`config.mk`:
```
export PLATFORM = sky130hd
export DESIGN_NAME = modbus_rtu_register_slave
export DESIGN_NICKNAME = d
export VERILOG_FILES = /design/src/hdl/mrs_pkg.sv /design/src/hdl/mrs_fifo.sv /design/src/hdl/mrs_front.sv /design/src/hdl/mrs_back.sv /design/src/hdl/modbus_rtu_register_slave.sv
export SDC_FILE = /design/constraint.sdc
export NUM_CORES = 2
export LEC_CHECK = 0
export BUFFER_PORTS_ARGS = -buffer_cell sky130_fd_sc_hd__buf_4
export CAP_MARGIN = 10
export CORE_ASPECT_RATIO = 1.5
export CORE_MARGIN = 4
export CORE_UTILIZATION = 45
export CTS_CLUSTER_DIAMETER = 60
export DETAILED_ROUTE_END_ITERATION = 16
export HOLD_SLACK_MARGIN = 0.15
export PLACE_DENSITY = 0.65
export SYNTH_ARGS = -nofsm -noshare
export SYNTH_HDL_FRONTEND = slang
export SYNTH_SLANG_ARGS = --single-unit
```
`constraint.sdc`:
```
create_clock -name i_clk -period 26.4 [get_ports i_clk]
set_input_delay 5.28 -clock i_clk [delete_from_list [all_inputs] [get_ports i_clk]]
set_output_delay 5.28 -clock i_clk [all_outputs]
set_load 0.02 [all_outputs]
```
`src/hdl/mrs_pkg.sv`:
```
// Shared types, codes and the CRC-16 byte step for the Modbus RTU register slave.
// Used by mrs_front, mrs_back, the top level and mrs_checker; depends on nothing.
package mrs_pkg;

    // input actions
    localparam logic [2:0] ACT_RX_BYTE   = 3'd0;
    localparam logic [2:0] ACT_LINE_ERR  = 3'd1;
    localparam logic [2:0] ACT_HOLD_WR   = 3'd2;
    localparam logic [2:0] ACT_INPUT_WR  = 3'd3;
    localparam logic [2:0] ACT_HOLD_RD   = 3'd4;

    // result kinds
    localparam logic [1:0] KIND_TX       = 2'd0;
    localparam logic [1:0] KIND_READ     = 2'd1;
    localparam logic [1:0] KIND_CRC_ERR  = 2'd2;

    // function codes
    localparam logic [7:0] FC_RD_HOLD    = 8'd3;
    localparam logic [7:0] FC_RD_INPUT   = 8'd4;
    localparam logic [7:0] FC_WR_SINGLE  = 8'd6;
    localparam logic [7:0] FC_WR_MULTI   = 8'd16;

    // exception response
    localparam logic [7:0] EXC_FLAG         = 8'h80;
    localparam logic [7:0] EXC_ILLEGAL_FUNC = 8'h01;
    localparam logic [7:0] EXC_ILLEGAL_ADDR = 8'h02;

    // frame lengths
    localparam logic [9:0] FRAME_MIN_LEN   = 10'd6;
    localparam logic [9:0] FRAME_FIXED_LEN = 10'd8;
    localparam logic [9:0] FRAME_BC_LEN    = 10'd7;
    localparam logic [9:0] FRAME_MULTI_OVH = 10'd9;

    localparam logic [15:0] CRC_INIT = 16'hFFFF;
    localparam logic [15:0] CRC_POLY = 16'hA001;

    // configuration register indexes
    localparam logic [2:0] CFG_SLAVE_ADDR = 3'd0;
    localparam logic [2:0] CFG_RESET_CMD  = 3'd1;
    localparam logic [2:0] CFG_FIRST_ERR  = 3'd2;
    localparam logic [2:0] CFG_SECOND_ERR = 3'd3;
    localparam logic [2:0] CFG_SYSTEM_ERR = 3'd4;

    typedef struct packed {
        logic [7:0] slave_address;
        logic [5:0] reset_cmd_idx;
        logic [5:0] first_err_idx;
        logic [5:0] second_err_idx;
        logic [5:0] system_err_idx;
    } t_cfg;

    typedef enum logic [1:0] {
        CMD_HOLD_WR,
        CMD_INPUT_WR,
        CMD_HOLD_RD,
        CMD_FRAME
    } t_cmd_op;

    // one request from the front end to the engine
    typedef struct packed {
        t_cmd_op     op;
        logic [5:0]  index;
        logic [15:0] value;
        logic        crc_ok;
        logic [7:0]  fc;
        logic [15:0] start;
        logic [15:0] qty;
        logic [7:0]  byte_count;
    } t_cmd;

    typedef struct packed {
        logic        en;
        logic [7:0]  addr;
        logic [7:0]  data;
    } t_fbuf_wr;

    typedef struct packed {
        logic [1:0]  kind;
        logic [7:0]  tx_byte;
        logic        last;
        logic [15:0] read_value;
    } t_result;

    typedef enum logic [4:0] {
        ST_IDLE,
        ST_HOLD_WR,
        ST_INPUT_WR,
        ST_HOLD_RD,
        ST_LOCAL_OUT,
        ST_CHECK,
        ST_CRC_ERR,
        ST_W6,
        ST_CLR1,
        ST_CLR2,
        ST_CLR3,
        ST_W16_RH,
        ST_W16_RL,
        ST_W16_WR,
        ST_HDR,
        ST_RD_ISSUE,
        ST_RD_HI,
        ST_RD_LO,
        ST_CRC_LO,
        ST_CRC_HI
    } t_back_state;

    // fold one byte into a reflected CRC-16
    function automatic logic [15:0] crc_byte(input logic [15:0] crc, input logic [7:0] b);
        logic [15:0] c;
        c = crc ^ {8'h00, b};
        for (int k = 0; k < 8; k++) begin
            c = c[0] ? ((c >> 1) ^ CRC_POLY) : (c >> 1);
        end
        return c;
    endfunction

endpackage

```
`src/hdl/mrs_fifo.sv`:
```
// Small synchronous queue of flat words.
// Depends on nothing; used for the request queue and the result queue.
module mrs_fifo #(
    parameter int WIDTH = 8,
    parameter int DEPTH = 2
) (
    input  logic             i_clk,
    input  logic             i_rst_n,
    input  logic             i_push,
    input  logic [WIDTH-1:0] i_data,
    output logic             o_full,
    input  logic             i_pop,
    output logic [WIDTH-1:0] o_data,
    output logic             o_empty
);
    localparam int AW = (DEPTH > 1) ? $clog2(DEPTH) : 1;

    logic [WIDTH-1:0] r_mem [DEPTH];
    logic [AW-1:0]    r_wptr, r_rptr;
    logic [AW:0]      r_cnt;
    logic             do_push, do_pop;

    assign o_full  = (r_cnt == (AW+1)'(DEPTH));
    assign o_empty = (r_cnt == '0);
    assign o_data  = r_mem[r_rptr];
    assign do_push = i_push & ~o_full;
    assign do_pop  = i_pop & ~o_empty;

    // advance pointers and count
    always_ff @(posedge i_clk) begin
        if (!i_rst_n) begin
            r_wptr <= '0;
            r_rptr <= '0;
            r_cnt  <= '0;
        end else begin
            if (do_push) r_wptr <= (r_wptr == AW'(DEPTH - 1)) ? '0 : r_wptr + 1'b1;
            if (do_pop)  r_rptr <= (r_rptr == AW'(DEPTH - 1)) ? '0 : r_rptr + 1'b1;
            r_cnt <= r_cnt + (AW+1)'(do_push) - (AW+1)'(do_pop);
        end
    end

    // hold entries
    always_ff @(posedge i_clk) begin
        if (do_push) r_mem[r_wptr] <= i_data;
    end
endmodule

```
`src/hdl/mrs_front.sv`:
```
// Front end: takes input items, assembles frames, checks address and CRC.
// Depends on mrs_pkg; feeds requests to the engine and bytes to its frame buffer.
module mrs_front #(
    parameter int FRAME_BUFFER_BYTES = 64
) (
    input  logic              i_clk,
    input  logic              i_rst_n,
    input  logic              i_push,
    output logic              o_full,
    input  logic [2:0]        i_action,
    input  logic [7:0]        i_rx_byte,
    input  logic [5:0]        i_local_index,
    input  logic [15:0]       i_local_value,
    input  mrs_pkg::t_cfg     i_cfg,
    output logic              o_cmd_push,
    output mrs_pkg::t_cmd     o_cmd,
    input  logic              i_cmd_full,
    output mrs_pkg::t_fbuf_wr o_fbuf_wr,
    input  logic              i_frame_done
);
    import mrs_pkg::*;

    localparam int FW = $clog2(FRAME_BUFFER_BYTES);

    logic [FW-1:0] r_count, n_count;
    logic          r_pend, n_pend;
    logic [15:0]   r_crc_cur, n_crc_cur, r_crc_prev, n_crc_prev;
    logic [7:0]    r_last, n_last;
    logic [7:0]    r_hdr [0:6];
    logic [7:0]    hdr_now [0:6];
    logic [FW:0]   c1;
    logic [9:0]    c1_w, need_multi;
    logic          accept, is_byte, overflow, complete, fixed_len, crc_ok, addr_ok;

    assign o_full   = i_cmd_full | r_pend;
    assign accept   = i_push & ~o_full;
    assign is_byte  = accept && (i_action == ACT_RX_BYTE);
    assign overflow = (r_count >= FW'(FRAME_BUFFER_BYTES - 1));
    assign c1       = {1'b0, r_count} + 1'b1;
    assign c1_w     = 10'(c1);

    // header view including the byte now arriving
    always_comb begin
        for (int k = 0; k < 7; k++) begin
            hdr_now[k] = (r_count == FW'(k)) ? i_rx_byte : r_hdr[k];
        end
    end

    assign fixed_len  = (hdr_now[1] == FC_RD_HOLD) || (hdr_now[1] == FC_RD_INPUT) ||
                        (hdr_now[1] == FC_WR_SINGLE);
    assign need_multi = FRAME_MULTI_OVH + 10'(hdr_now[6]);

    // decide whether this byte closes the frame
    always_comb begin
        if (c1_w < FRAME_MIN_LEN) begin
            complete = 1'b0;
        end else if (fixed_len) begin
            complete = (c1_w >= FRAME_FIXED_LEN);
        end else if (hdr_now[1] == FC_WR_MULTI) begin
            complete = (c1_w >= FRAME_BC_LEN) && (c1_w >= need_multi);
        end else begin
            complete = 1'b1;
        end
    end

    assign crc_ok  = (r_last == r_crc_prev[7:0]) && (i_rx_byte == r_crc_prev[15:8]);
    assign addr_ok = (hdr_now[0] == i_cfg.slave_address);

    // collect bytes and issue requests
    always_comb begin
        n_count    = r_count;
        n_pend     = r_pend;
        n_crc_cur  = r_crc_cur;
        n_crc_prev = r_crc_prev;
        n_last     = r_last;
        o_cmd_push = 1'b0;
        o_fbuf_wr  = '0;
        o_cmd      = '0;
        o_cmd.index      = i_local_index;
        o_cmd.value      = i_local_value;
        o_cmd.crc_ok     = crc_ok;
        o_cmd.fc         = hdr_now[1];
        o_cmd.start      = {hdr_now[2], hdr_now[3]};
        o_cmd.qty        = {hdr_now[4], hdr_now[5]};
        o_cmd.byte_count = hdr_now[6];
        if (i_frame_done) n_pend = 1'b0;
        if (accept) begin
            case (i_action)
                ACT_RX_BYTE: begin
                    if (overflow) begin
                        n_count   = '0;
                        n_crc_cur = CRC_INIT;
                    end else begin
                        o_fbuf_wr.en   = 1'b1;
                        o_fbuf_wr.addr = 8'(r_count);
                        o_fbuf_wr.data = i_rx_byte;
                        n_crc_prev     = r_crc_cur;
                        n_crc_cur      = crc_byte(r_crc_cur, i_rx_byte);
                        n_last         = i_rx_byte;
                        n_count        = c1[FW-1:0];
                        if (complete) begin
                            n_count   = '0;
                            n_crc_cur = CRC_INIT;
                            if (addr_ok) begin
                                o_cmd.op   = CMD_FRAME;
                                o_cmd_push = 1'b1;
                                n_pend     = 1'b1;
                            end
                        end
                    end
                end
                ACT_LINE_ERR: begin
                    n_count   = '0;
                    n_crc_cur = CRC_INIT;
                end
                ACT_HOLD_WR: begin
                    o_cmd.op   = CMD_HOLD_WR;
                    o_cmd_push = 1'b1;
                end
                ACT_INPUT_WR: begin
                    o_cmd.op   = CMD_INPUT_WR;
                    o_cmd_push = 1'b1;
                end
                ACT_HOLD_RD: begin
                    o_cmd.op   = CMD_HOLD_RD;
                    o_cmd_push = 1'b1;
                end
                default: begin
                end
            endcase
        end
    end

    always_ff @(posedge i_clk) begin
        if (!i_rst_n) begin
            r_count    <= '0;
            r_pend     <= 1'b0;
            r_crc_cur  <= CRC_INIT;
            r_crc_prev <= CRC_INIT;
            r_last     <= '0;
        end else begin
            r_count    <= n_count;
            r_pend     <= n_pend;
            r_crc_cur  <= n_crc_cur;
            r_crc_prev <= n_crc_prev;
            r_last     <= n_last;
        end
    end

    // hold header bytes
    always_ff @(posedge i_clk) begin
        if (is_byte && !overflow) begin
            for (int k = 0; k < 7; k++) r_hdr[k] <= hdr_now[k];
        end
    end
endmodule

```
`src/hdl/mrs_back.sv`:
```
// Engine: carries out requests, owns the register files and frame buffer,
// builds responses. Depends on mrs_pkg.
module mrs_back #(
    parameter int HOLDING_COUNT      = 64,
    parameter int INPUT_COUNT        = 16,
    parameter int FRAME_BUFFER_BYTES = 64,
    parameter int MAX_READ_QTY       = 29
) (
    input  logic              i_clk,
    input  logic              i_rst_n,
    input  mrs_pkg::t_cfg     i_cfg,
    input  logic              i_cmd_empty,
    output logic              o_cmd_pop,
    input  mrs_pkg::t_cmd     i_cmd,
    input  mrs_pkg::t_fbuf_wr i_fbuf_wr,
    output logic              o_res_push,
    output mrs_pkg::t_result  o_res,
    input  logic              i_res_full,
    output logic              o_frame_done
);
    import mrs_pkg::*;

    localparam int HW   = (HOLDING_COUNT > 1) ? $clog2(HOLDING_COUNT) : 1;
    localparam int IW   = (INPUT_COUNT > 1) ? $clog2(INPUT_COUNT) : 1;
    localparam int FW   = $clog2(FRAME_BUFFER_BYTES);
    localparam int MAXC = (HOLDING_COUNT > INPUT_COUNT) ? HOLDING_COUNT : INPUT_COUNT;
    localparam int PW   = $clog2(MAXC + 1);
    localparam logic [16:0] HC17  = 17'(HOLDING_COUNT);
    localparam logic [16:0] IC17  = 17'(INPUT_COUNT);
    localparam logic [16:0] MRQ17 = 17'(MAX_READ_QTY);

    t_back_state r_state, n_state;
    t_cmd        r_cmd, n_cmd;
    logic [7:0]  r_txh [0:5];
    logic [7:0]  n_txh [0:5];
    logic [2:0]  r_hlen, n_hlen, r_hidx, n_hidx;
    logic        r_isread, n_isread;
    logic [PW-1:0] r_ptr, n_ptr;
    logic [7:0]  r_left, n_left;
    logic [FW:0] r_fptr, n_fptr;
    logic [7:0]  r_hi, n_hi;
    logic [15:0] r_tcrc, n_tcrc;

    // register files and frame buffer
    logic [15:0]            m_hold [HOLDING_COUNT];
    logic [HOLDING_COUNT-1:0] r_hvld;
    logic [15:0]            m_in [INPUT_COUNT];
    logic [INPUT_COUNT-1:0] r_ivld;
    logic [7:0]             m_frame [FRAME_BUFFER_BYTES];
    logic [15:0]            r_hq, r_iq;
    logic [7:0]             r_frd;

    logic          h_we, h_re, in_we, in_re, f_re;
    logic [HW-1:0] h_waddr, h_raddr;
    logic [15:0]   h_wdata;
    logic [IW-1:0] in_waddr, in_raddr;
    logic [FW-1:0] f_raddr;

    logic [16:0] span, start17;
    logic        fc_rd, rd_ok, w6_ok, w16_ok, rst_hit, last_hdr, res_ok;
    logic [15:0] rd_word;
    logic [7:0]  hdr_byte;

    // judge the request in hand
    assign start17  = 17'(r_cmd.start);
    assign span     = start17 + 17'(r_cmd.qty);
    assign fc_rd    = (r_cmd.fc == FC_RD_HOLD) || (r_cmd.fc == FC_RD_INPUT);
    assign rd_ok    = (span <= ((r_cmd.fc == FC_RD_HOLD) ? HC17 : IC17)) &&
                      (17'(r_cmd.qty) <= MRQ17);
    assign w6_ok    = (start17 < HC17);
    assign w16_ok   = (span <= HC17) && (17'(r_cmd.byte_count) == {r_cmd.qty, 1'b0});
    assign rst_hit  = (r_cmd.start == 16'(i_cfg.reset_cmd_idx)) && (r_cmd.qty == 16'd1);
    assign last_hdr = (r_hidx == r_hlen - 3'd1);
    assign res_ok   = ~i_res_full;
    assign rd_word  = (r_cmd.fc == FC_RD_HOLD) ? r_hq : r_iq;
    assign hdr_byte = r_txh[r_hidx];

    // next state
    always_comb begin
        n_state = r_state;
        case (r_state)
            ST_IDLE: begin
                if (!i_cmd_empty) begin
                    case (i_cmd.op)
                        CMD_HOLD_WR:  n_state = ST_HOLD_WR;
                        CMD_INPUT_WR: n_state = ST_INPUT_WR;
                        CMD_HOLD_RD:  n_state = ST_HOLD_RD;
                        CMD_FRAME:    n_state = ST_CHECK;
                        default:      n_state = ST_IDLE;
                    endcase
                end
            end
            ST_HOLD_WR:   n_state = ST_IDLE;
            ST_INPUT_WR:  n_state = ST_IDLE;
            ST_HOLD_RD:   n_state = ST_LOCAL_OUT;
            ST_LOCAL_OUT: if (res_ok) n_state = ST_IDLE;
            ST_CHECK: begin
                if (!r_cmd.crc_ok) begin
                    n_state = ST_CRC_ERR;
                end else if (r_cmd.fc == FC_WR_SINGLE) begin
                    n_state = w6_ok ? ST_W6 : ST_HDR;
                end else if (r_cmd.fc == FC_WR_MULTI) begin
                    n_state = (w16_ok && (r_cmd.qty != 16'd0)) ? ST_W16_RH : ST_HDR;
                end else begin
                    n_state = ST_HDR;
                end
            end
            ST_CRC_ERR:   if (res_ok) n_state = ST_IDLE;
            ST_W6:        n_state = rst_hit ? ST_CLR1 : ST_HDR;
            ST_CLR1:      n_state = ST_CLR2;
            ST_CLR2:      n_state = ST_CLR3;
            ST_CLR3:      n_state = ST_HDR;
            ST_W16_RH:    n_state = ST_W16_RL;
            ST_W16_RL:    n_state = ST_W16_WR;
            ST_W16_WR:    n_state = (r_left == 8'd1) ? ST_HDR : ST_W16_RH;
            ST_HDR: begin
                if (res_ok && last_hdr) begin
                    n_state = (r_isread && (r_left != 8'd0)) ? ST_RD_ISSUE : ST_CRC_LO;
                end
            end
            ST_RD_ISSUE:  n_state = ST_RD_HI;
            ST_RD_HI:     if (res_ok) n_state = ST_RD_LO;
            ST_RD_LO: begin
                if (res_ok) n_state = (r_left == 8'd1) ? ST_CRC_LO : ST_RD_ISSUE;
            end
            ST_CRC_LO:    if (res_ok) n_state = ST_CRC_HI;
            ST_CRC_HI:    if (res_ok) n_state = ST_IDLE;
            default:      n_state = ST_IDLE;
        endcase
    end

    // outputs and datapath
    always_comb begin
        n_cmd    = r_cmd;
        n_txh    = r_txh;
        n_hlen   = r_hlen;
        n_hidx   = r_hidx;
        n_isread = r_isread;
        n_ptr    = r_ptr;
        n_left   = r_left;
        n_fptr   = r_fptr;
        n_hi     = r_hi;
        n_tcrc   = r_tcrc;
        o_cmd_pop    = 1'b0;
        o_res_push   = 1'b0;
        o_res        = '0;
        o_frame_done = 1'b0;
        h_we     = 1'b0;
        h_waddr  = HW'(r_cmd.index);
        h_wdata  = r_cmd.value;
        h_re     = 1'b0;
        h_raddr  = HW'(r_cmd.index);
        in_we    = 1'b0;
        in_waddr = IW'(r_cmd.index);
        in_re    = 1'b0;
        in_raddr = IW'(r_ptr);
        f_re     = 1'b0;
        f_raddr  = r_fptr[FW-1:0];
        case (r_state)
            ST_IDLE: begin
                if (!i_cmd_empty) begin
                    o_cmd_pop = 1'b1;
                    n_cmd     = i_cmd;
                end
            end
            ST_HOLD_WR: begin
                h_we = (17'(r_cmd.index) < HC17);
            end
            ST_INPUT_WR: begin
                in_we = (17'(r_cmd.index) < IC17);
            end
            ST_HOLD_RD: begin
                h_re = 1'b1;
            end
            ST_LOCAL_OUT: begin
                o_res_push       = res_ok;
                o_res.kind       = KIND_READ;
                o_res.last       = 1'b1;
                o_res.read_value = (17'(r_cmd.index) < HC17) ? r_hq : 16'd0;
            end
            ST_CHECK: begin
                n_tcrc   = CRC_INIT;
                n_hidx   = '0;
                n_hlen   = 3'd6;
                n_isread = 1'b0;
                n_txh[0] = i_cfg.slave_address;
                n_txh[1] = r_cmd.fc;
                n_txh[2] = r_cmd.start[15:8];
                n_txh[3] = r_cmd.start[7:0];
                n_txh[4] = r_cmd.qty[15:8];
                n_txh[5] = r_cmd.qty[7:0];
                n_ptr    = PW'(r_cmd.start);
                n_left   = 8'(r_cmd.qty);
                n_fptr   = (FW+1)'(7);
                if (fc_rd) begin
                    if (rd_ok) begin
                        n_txh[2] = {r_cmd.qty[6:0], 1'b0};
                        n_hlen   = 3'd3;
                        n_isread = 1'b1;
                    end else begin
                        n_txh[1] = r_cmd.fc | EXC_FLAG;
                        n_txh[2] = EXC_ILLEGAL_ADDR;
                        n_hlen   = 3'd3;
                    end
                end else if ((r_cmd.fc == FC_WR_SINGLE && !w6_ok) ||
                             (r_cmd.fc == FC_WR_MULTI && !w16_ok)) begin
                    n_txh[1] = r_cmd.fc | EXC_FLAG;
                    n_txh[2] = EXC_ILLEGAL_ADDR;
                    n_hlen   = 3'd3;
                end else if (r_cmd.fc != FC_WR_SINGLE && r_cmd.fc != FC_WR_MULTI) begin
                    n_txh[1] = r_cmd.fc | EXC_FLAG;
                    n_txh[2] = EXC_ILLEGAL_FUNC;
                    n_hlen   = 3'd3;
                end
            end
            ST_CRC_ERR: begin
                o_res_push   = res_ok;
                o_res.kind   = KIND_CRC_ERR;
                o_res.last   = 1'b1;
                o_frame_done = res_ok;
            end
            ST_W6: begin
                h_we    = 1'b1;
                h_waddr = HW'(r_cmd.start);
                h_wdata = r_cmd.qty;
            end
            ST_CLR1: begin
                h_we    = (17'(i_cfg.first_err_idx) < HC17);
                h_waddr = HW'(i_cfg.first_err_idx);
                h_wdata = '0;
            end
            ST_CLR2: begin
                h_we    = (17'(i_cfg.second_err_idx) < HC17);
                h_waddr = HW'(i_cfg.second_err_idx);
                h_wdata = '0;
            end
            ST_CLR3: begin
                h_we    = (17'(i_cfg.system_err_idx) < HC17);
                h_waddr = HW'(i_cfg.system_err_idx);
                h_wdata = '0;
            end
            ST_W16_RH: begin
                f_re   = 1'b1;
                n_fptr = r_fptr + 1'b1;
            end
            ST_W16_RL: begin
                n_hi   = r_frd;
                f_re   = 1'b1;
                n_fptr = r_fptr + 1'b1;
            end
            ST_W16_WR: begin
                h_we    = 1'b1;
                h_waddr = HW'(r_ptr);
                h_wdata = {r_hi, r_frd};
                n_ptr   = r_ptr + 1'b1;
                n_left  = r_left - 8'd1;
            end
            ST_HDR: begin
                o_res_push    = res_ok;
                o_res.kind    = KIND_TX;
                o_res.tx_byte = hdr_byte;
                if (res_ok) begin
                    n_tcrc = crc_byte(r_tcrc, hdr_byte);
                    n_hidx = r_hidx + 3'd1;
                end
            end
            ST_RD_ISSUE: begin
                h_re    = (r_cmd.fc == FC_RD_HOLD);
                h_raddr = HW'(r_ptr);
                in_re   = (r_cmd.fc != FC_RD_HOLD);
            end
            ST_RD_HI: begin
                o_res_push    = res_ok;
                o_res.kind    = KIND_TX;
                o_res.tx_byte = rd_word[15:8];
                if (res_ok) n_tcrc = crc_byte(r_tcrc, rd_word[15:8]);
            end
            ST_RD_LO: begin
                o_res_push    = res_ok;
                o_res.kind    = KIND_TX;
                o_res.tx_byte = rd_word[7:0];
                if (res_ok) begin
                    n_tcrc = crc_byte(r_tcrc, rd_word[7:0]);
                    n_ptr  = r_ptr + 1'b1;
                    n_left = r_left - 8'd1;
                end
            end
            ST_CRC_LO: begin
                o_res_push    = res_ok;
                o_res.kind    = KIND_TX;
                o_res.tx_byte = r_tcrc[7:0];
            end
            ST_CRC_HI: begin
                o_res_push    = res_ok;
                o_res.kind    = KIND_TX;
                o_res.tx_byte = r_tcrc[15:8];
                o_res.last    = 1'b1;
                o_frame_done  = res_ok;
            end
            default: begin
            end
        endcase
    end

    always_ff @(posedge i_clk) begin
        if (!i_rst_n) begin
            r_state <= ST_IDLE;
        end else begin
            r_state <= n_state;
        end
    end

    // hold request and response context
    always_ff @(posedge i_clk) begin
        r_cmd    <= n_cmd;
        r_txh    <= n_txh;
        r_hlen   <= n_hlen;
        r_hidx   <= n_hidx;
        r_isread <= n_isread;
        r_ptr    <= n_ptr;
        r_left   <= n_left;
        r_fptr   <= n_fptr;
        r_hi     <= n_hi;
        r_tcrc   <= n_tcrc;
    end

    // valid bits: an unwritten register reads as zero
    always_ff @(posedge i_clk) begin
        if (!i_rst_n) begin
            r_hvld <= '0;
            r_ivld <= '0;
        end else begin
            if (h_we)  r_hvld[h_waddr]  <= 1'b1;
            if (in_we) r_ivld[in_waddr] <= 1'b1;
        end
    end

    // holding file
    always_ff @(posedge i_clk) begin
        if (h_we) m_hold[h_waddr] <= h_wdata;
        if (h_re) r_hq <= r_hvld[h_raddr] ? m_hold[h_raddr] : 16'd0;
    end

    // input file
    always_ff @(posedge i_clk) begin
        if (in_we) m_in[in_waddr] <= r_cmd.value;
        if (in_re) r_iq <= r_ivld[in_raddr] ? m_in[in_raddr] : 16'd0;
    end

    // frame buffer
    always_ff @(posedge i_clk) begin
        if (i_fbuf_wr.en) m_frame[i_fbuf_wr.addr[FW-1:0]] <= i_fbuf_wr.data;
        if (f_re) r_frd <= m_frame[f_raddr];
    end
endmodule

```
`src/hdl/modbus_rtu_register_slave.sv`:
```
// Modbus RTU register slave, top level.
// Depends on mrs_pkg, mrs_front, mrs_fifo and mrs_back.
//
// Input channel (i_push / o_full): one item per request - a received serial
// byte, a line error, a local holding or input write, or a local holding read.
// Result channel (o_empty / i_pop): response bytes (kind 0, o_last on the
// final CRC byte), local read data (kind 1) and CRC error events (kind 2).
// Configuration (i_cfg_valid / o_cfg_ready): always ready; registers 0..4 are
// slave address, reset-command index and the three error indexes.
// A local item or non-final byte is taken while o_full is low. The byte
// that completes an addressed frame blocks further input until its response
// is fully queued; the engine handles each register of a read or multiple
// write in turn, since it has one port each on the holding file and frame
// buffer. The first response byte passes the request queue and the engine's
// IDLE, CHECK and HDR states; a local read passes IDLE, HOLD_RD and LOCAL_OUT.
// When the receiver stalls, a four-entry result queue fills and the engine
// waits; the input side then fills a two-entry request queue and raises o_full.
// Reset clears control state and marks every register as zero; no sweep.
module modbus_rtu_register_slave #(
    parameter int HOLDING_COUNT      = 64,
    parameter int INPUT_COUNT        = 16,
    parameter int FRAME_BUFFER_BYTES = 64,
    parameter int MAX_READ_QTY       = 29
) (
    input  logic        i_clk,
    input  logic        i_rst_n,
    input  logic        i_push,
    output logic        o_full,
    input  logic [2:0]  i_action,
    input  logic [7:0]  i_rx_byte,
    input  logic [5:0]  i_local_index,
    input  logic [15:0] i_local_value,
    output logic        o_empty,
    input  logic        i_pop,
    output logic [1:0]  o_kind,
    output logic [7:0]  o_tx_byte,
    output logic        o_last,
    output logic [15:0] o_read_value,
    input  logic        i_cfg_valid,
    output logic        o_cfg_ready,
    input  logic [2:0]  i_cfg_addr,
    input  logic [7:0]  i_cfg_wdata
);
    import mrs_pkg::*;

    t_cfg     r_cfg;
    t_cmd     cmd_in, cmd_out;
    t_fbuf_wr fbuf_wr;
    t_result  res_in, res_out;
    logic     cmd_push, cmd_full, cmd_pop, cmd_empty;
    logic     res_push, res_full, frame_done;

    assign o_cfg_ready = 1'b1;

    // configuration registers
    always_ff @(posedge i_clk) begin
        if (!i_rst_n) begin
            r_cfg.slave_address  <= 8'd1;
            r_cfg.reset_cmd_idx  <= 6'd0;
            r_cfg.first_err_idx  <= 6'd1;
            r_cfg.second_err_idx <= 6'd2;
            r_cfg.system_err_idx <= 6'd3;
        end else if (i_cfg_valid) begin
            case (i_cfg_addr)
                CFG_SLAVE_ADDR: r_cfg.slave_address  <= i_cfg_wdata;
                CFG_RESET_CMD:  r_cfg.reset_cmd_idx  <= i_cfg_wdata[5:0];
                CFG_FIRST_ERR:  r_cfg.first_err_idx  <= i_cfg_wdata[5:0];
                CFG_SECOND_ERR: r_cfg.second_err_idx <= i_cfg_wdata[5:0];
                CFG_SYSTEM_ERR: r_cfg.system_err_idx <= i_cfg_wdata[5:0];
                default: begin
                end
            endcase
        end
    end

    mrs_front #(
        .FRAME_BUFFER_BYTES(FRAME_BUFFER_BYTES)
    ) u_front (
        .i_clk        (i_clk),
        .i_rst_n      (i_rst_n),
        .i_push       (i_push),
        .o_full       (o_full),
        .i_action     (i_action),
        .i_rx_byte    (i_rx_byte),
        .i_local_index(i_local_index),
        .i_local_value(i_local_value),
        .i_cfg        (r_cfg),
        .o_cmd_push   (cmd_push),
        .o_cmd        (cmd_in),
        .i_cmd_full   (cmd_full),
        .o_fbuf_wr    (fbuf_wr),
        .i_frame_done (frame_done)
    );

    mrs_fifo #(
        .WIDTH($bits(t_cmd)),
        .DEPTH(2)
    ) u_cmd_q (
        .i_clk  (i_clk),
        .i_rst_n(i_rst_n),
        .i_push (cmd_push),
        .i_data (cmd_in),
        .o_full (cmd_full),
        .i_pop  (cmd_pop),
        .o_data (cmd_out),
        .o_empty(cmd_empty)
    );

    mrs_back #(
        .HOLDING_COUNT     (HOLDING_COUNT),
        .INPUT_COUNT       (INPUT_COUNT),
        .FRAME_BUFFER_BYTES(FRAME_BUFFER_BYTES),
        .MAX_READ_QTY      (MAX_READ_QTY)
    ) u_back (
        .i_clk       (i_clk),
        .i_rst_n     (i_rst_n),
        .i_cfg       (r_cfg),
        .i_cmd_empty (cmd_empty),
        .o_cmd_pop   (cmd_pop),
        .i_cmd       (cmd_out),
        .i_fbuf_wr   (fbuf_wr),
        .o_res_push  (res_push),
        .o_res       (res_in),
        .i_res_full  (res_full),
        .o_frame_done(frame_done)
    );

    mrs_fifo #(
        .WIDTH($bits(t_result)),
        .DEPTH(4)
    ) u_res_q (
        .i_clk  (i_clk),
        .i_rst_n(i_rst_n),
        .i_push (res_push),
        .i_data (res_in),
        .o_full (res_full),
        .i_pop  (i_pop),
        .o_data (res_out),
        .o_empty(o_empty)
    );

    assign o_kind       = res_out.kind;
    assign o_tx_byte    = res_out.tx_byte;
    assign o_last       = res_out.last;
    assign o_read_value = res_out.read_value;
endmodule

```
==> out/results.tsv <==
stage	metric	value	unit
status	status	completed	
power_and_ir_drop	vdd_ir_drop_max	0.09540	mV
sta	setup_tns	0	ns
final_layout	regArea	72970	sq um
die	core	224100	sq um
synthesis	ys_async_sr_fraction	0	%
sta	worst_pin_slew	1.154	ns
critical_path	r2r_slack	19.09	ns
critical_path	critical_path.max_fanout	59	
critical_path	worstSetupEndpointType	flip-flop	
cts	ctsHoldBuffers	0	
cts	cts_buffers	232	
cts	clk_path_buf_depth	4	
final_layout	multi_input_area	26530	sq um
final_layout	nets	6878	
grt	antenna_found_initial	7	
synthesis	syn_area_per_cell	15.12	sq um
routing	viasPerCell	5.859	
place	portBuffers	77	
cts	post_cts_resized	0	
synthesis	synth.area.mux_share	8.556	%
routing	drcViolationCount	0	
sta	drv_slew	0	
synthesis	synth_area	101300	sq um
grt	grt_pass1_wl	385.3	mm
die	die_h	589	um
sta	timing.fmax	113.0	MHz
grt	gr-total-overflow	0	
synthesis	synth_warnings	0	
cts	clock-sinks	2489	
place	place_area	105500	sq um
job	cap_violations	0	
cts	cts-root-buf	clkbuf_16	
routing	drtPass1Iterations	6	
synthesis	synthXorXnorAreaFrac	1.573	%
sta	setup_viol	0	
cts	path_clk_slew	0.06	ns
synthesis	synthSimpleGateAreaFrac	10.65	%
die	die_w	395.3	um
place	dpl.hpwl	158.0	mm
synthesis	seq_area_frac_synth	72.05	%
grt	grt_max_degree	167	
final_layout	stdcell_area	112900	sq um
die	ios	79	
cts	clock_latency	0.91	ns
synthesis	synth.distinct_cells	93	
die	std_cell_rows	213	
synthesis	ys.flop_type	edfxtp_1	
critical_path	worstPathRequired	26.87	ns
power_and_ir_drop	total_power	10.68	mW
critical_path	crit_type	primary input to flip-flop	
synthesis	netlist_instances	6697	
sta	rsz0062_at_grt	false	
die	dieArea	232900	sq um
grt	grt_pass1_vias	57873	
cts	h-tree-depth	4	
min_path	hp-class	flip-flop to flip-flop	
final_layout	synthToLayoutAreaGrowth	11.47	%
sta	layout_setup_ws	17.55	ns
sta	min_period	8.851	ns
routing	postRouteAntennaNets	0	
cts	cts_tree	done	
power_and_ir_drop	cellPowerDensity	94.64	nW/um^2
routing	drt_wl_total	261.6	mm
place	gp_congestion	0.8866	
synthesis	synth_top_family_by_area	simple AND/OR/NAND/NOR gates	
final_layout	final_core_util	50.37	%
cts	cts_setup_buffers	0	
critical_path	arrival	9.33	ns
synthesis	synthAdderAreaFrac	0.6326	%
final_layout	final_layout_size_suffix_gt1_share	15.75	%
synthesis	synth_seq_cells	2489	
sta	hold_violations	0	
synthesis	synth-compound-area-share	4.546	%
critical_path	cp-start-kind	primary input	
place	pre_cts_slack	16.72	ns
routing	initialDrtViolationCount	6250	
sta	slew_headroom	22.48	%
final_layout	nFillCells	18399	
synthesis	synth_edf_count	2311	
power_and_ir_drop	power.leakage	37.26	nW
die	start_util	45.18	%
routing	vias	58469	
grt	grt_use_total	21.98	%
synthesis	synth_fp_nets	6796	
sta	skew	0.09230	ns
routing	post_drt_wl_per_cell	26.21	um
sta	finalCritPeriodShare	33.53	%
-- flip-flops by register name, summed over array words and instances (netlist names), 8 cells and up, named ones only --
register	cells
u_back.m_in	256
u_back.r_left	8
u_front.r_crc_prev	16
u_front.r_crc_cur	16
u_back.r_hi	8
u_back.r_hq	16
u_back.r_tcrc	16
r_cfg	32
u_back.r_frd	8
u_back.m_hold	1024
u_back.r_hvld	64
u_front.r_last	8
u_back.r_ivld	16
u_front.r_hdr	56
u_back.m_frame	512
u_back.r_iq	16
u_cmd_q.r_mem	146
u_back.r_txh	48
u_res_q.r_mem	108
u_back.r_cmd	67
-- worst paths after layout --
| check | cells after the start | endpoint | startpoint |
|---|---|---|---|
| min reg2reg | 1 | u_back.r_ivld[14]$_SDFFE_PN0P_ | u_back.r_ivld[14]$_SDFFE_PN0P_ |
| min | 1 | u_back.r_ivld[14]$_SDFFE_PN0P_ | u_back.r_ivld[14]$_SDFFE_PN0P_ |
| max | 15 | u_cmd_q.r_mem[0][49]$_DFFE_PP_ | i_rx_byte[0] |
| max reg2reg | 13 | u_back.r_hq[5]$_SDFFCE_PN0P_ | u_back.r_state[2]$_SDFFE_PN0P_ |
-- final cells by class --
cell class              count  share of cell area [%]
clock buffers             302                   5.510
repair buffers            256                   1.750
diodes                      3                0.006650
flip-flops and latches   2489                   64.64
multi-input cells        3725                   23.50
inverters                  75                  0.2549
well taps                3010                   3.336
clock inverters           120                   1.004
-- worst max-delay path: stages --
cell      delay (ns)
buf_4           0.17
mux2_2          0.33
ha_1            0.30
inv_1           0.04
ha_1            0.27
a21o_1          0.11
a21o_1          0.12
a21o_1          0.12
a21o_1          0.11
a211oi_1        0.07
o31a_1          0.30
nor2_1          0.18
nand2_1         0.25
a211oi_4        0.84
buf_4           0.73
-- placed cells by master, fill, tap and decap left out, drive strengths merged, types with 124 or more instances in the layout --
| master | netlist | layout |
|---|---|---|
| edfxtp | 2311 | 2311 |
| nand2 | 1231 | 1231 |
| nand3 | 605 | 605 |
| clkbuf | 229 | 302 |
| mux4 | 285 | 285 |
| buf | 179 | 256 |
| nor2 | 215 | 215 |
| dfxtp | 178 | 178 |
| a311oi | 155 | 155 |
| mux2 | 124 | 124 |
-- per-layer routing --
metal / share of wire, % / vias to the layer above / wire length, um / GRT usage [%]
met5: 0.015 / - / 39 / 0
met4: 5.4 / 6 / 14210 / 10.71
met3: 6.5 / 562 / 17010 / 3.239
met2: 50 / 2290 / 131000 / 37.33
met1: 38 / 29979 / 99290 / 27.77
li1: - / 25632 / - / -
-- cell families (layout without fill, tap and decap cells) --
group | Yosys count | count (layout)
fa+ha+maj | 50 | 50
flops | 2489 | 2489
buf+inv | 483 | 753
xor+xnor | 175 | 175
simple gates | 2404 | 2404
compound gates | 604 | 604
other cells | 1 | 4
mux | 491 | 491
-- stage by stage --
| step | std cells | hold WS (ns) |
|---|---|---|
| final | 9980 | 0.4628 |
| after global routing | 9978 | 0.4748 |
| after CTS | 9977 | 0.4642 |
| after detailed placement | 9555 | 0.4497 |
| after global placement | 9555 | 0.4385 |
| after floorplan | 6697 | 0.4271 |
-- synth_stat cells (7+ instances only) --
master / number / area, sq um
o311ai_0: 16 / 140.1
nor3b_1: 9 / 67.56
a211oi_1: 26 / 195.2
nor2_1: 214 / 803.3
buf_2: 101 / 505.5
a21boi_0: 9 / 67.56
and2_1: 58 / 362.9
nor4b_1: 7 / 61.31
buf_1: 65 / 244.0
xnor2_1: 113 / 989.7
nand2b_1: 17 / 106.4
a222oi_1: 17 / 170.2
clkbuf_1: 227 / 852.1
xor2_1: 56 / 490.5
a21o_1: 13 / 97.59
o21ai_0: 46 / 230.2
mux4_2: 285 / 6419
a21oi_1: 66 / 330.3
inv_1: 70 / 262.8
mux2i_1: 79 / 790.8
nand4_1: 16 / 100.1
a311oi_1: 155 / 1358
nand2_1: 1230 / 4617
and3_1: 91 / 569.3
buf_6: 7 / 78.83
o21ai_1: 7 / 35.03
or3_1: 7 / 43.79
o22ai_1: 18 / 112.6
edfxtp_1: 2311 / 69400
o21a_1: 91 / 683.2
nor3_1: 33 / 165.2
and3b_1: 17 / 148.9
o211ai_1: 7 / 52.55
mux2_2: 123 / 1385
ha_1: 48 / 600.6
o22a_1: 20 / 175.2
dfxtp_1: 178 / 3563
a31oi_1: 29 / 181.4
a311o_1: 17 / 170.2
nor4_1: 18 / 112.6
or2_2: 9 / 56.30
a22o_1: 9 / 78.83
nand3_1: 604 / 3023
nor2b_1: 54 / 337.8
-- report_power, final --
| part | internal (mW) | switching [mW] |
|---|---|---|
| Sequential | 4.75 | 0.200 |
| Combinational | 0.700 | 1.77 |
| Clock | 1.83 | 1.44 |
| Total | 7.28 | 3.41 |
Power figures use the tool's default switching activity.
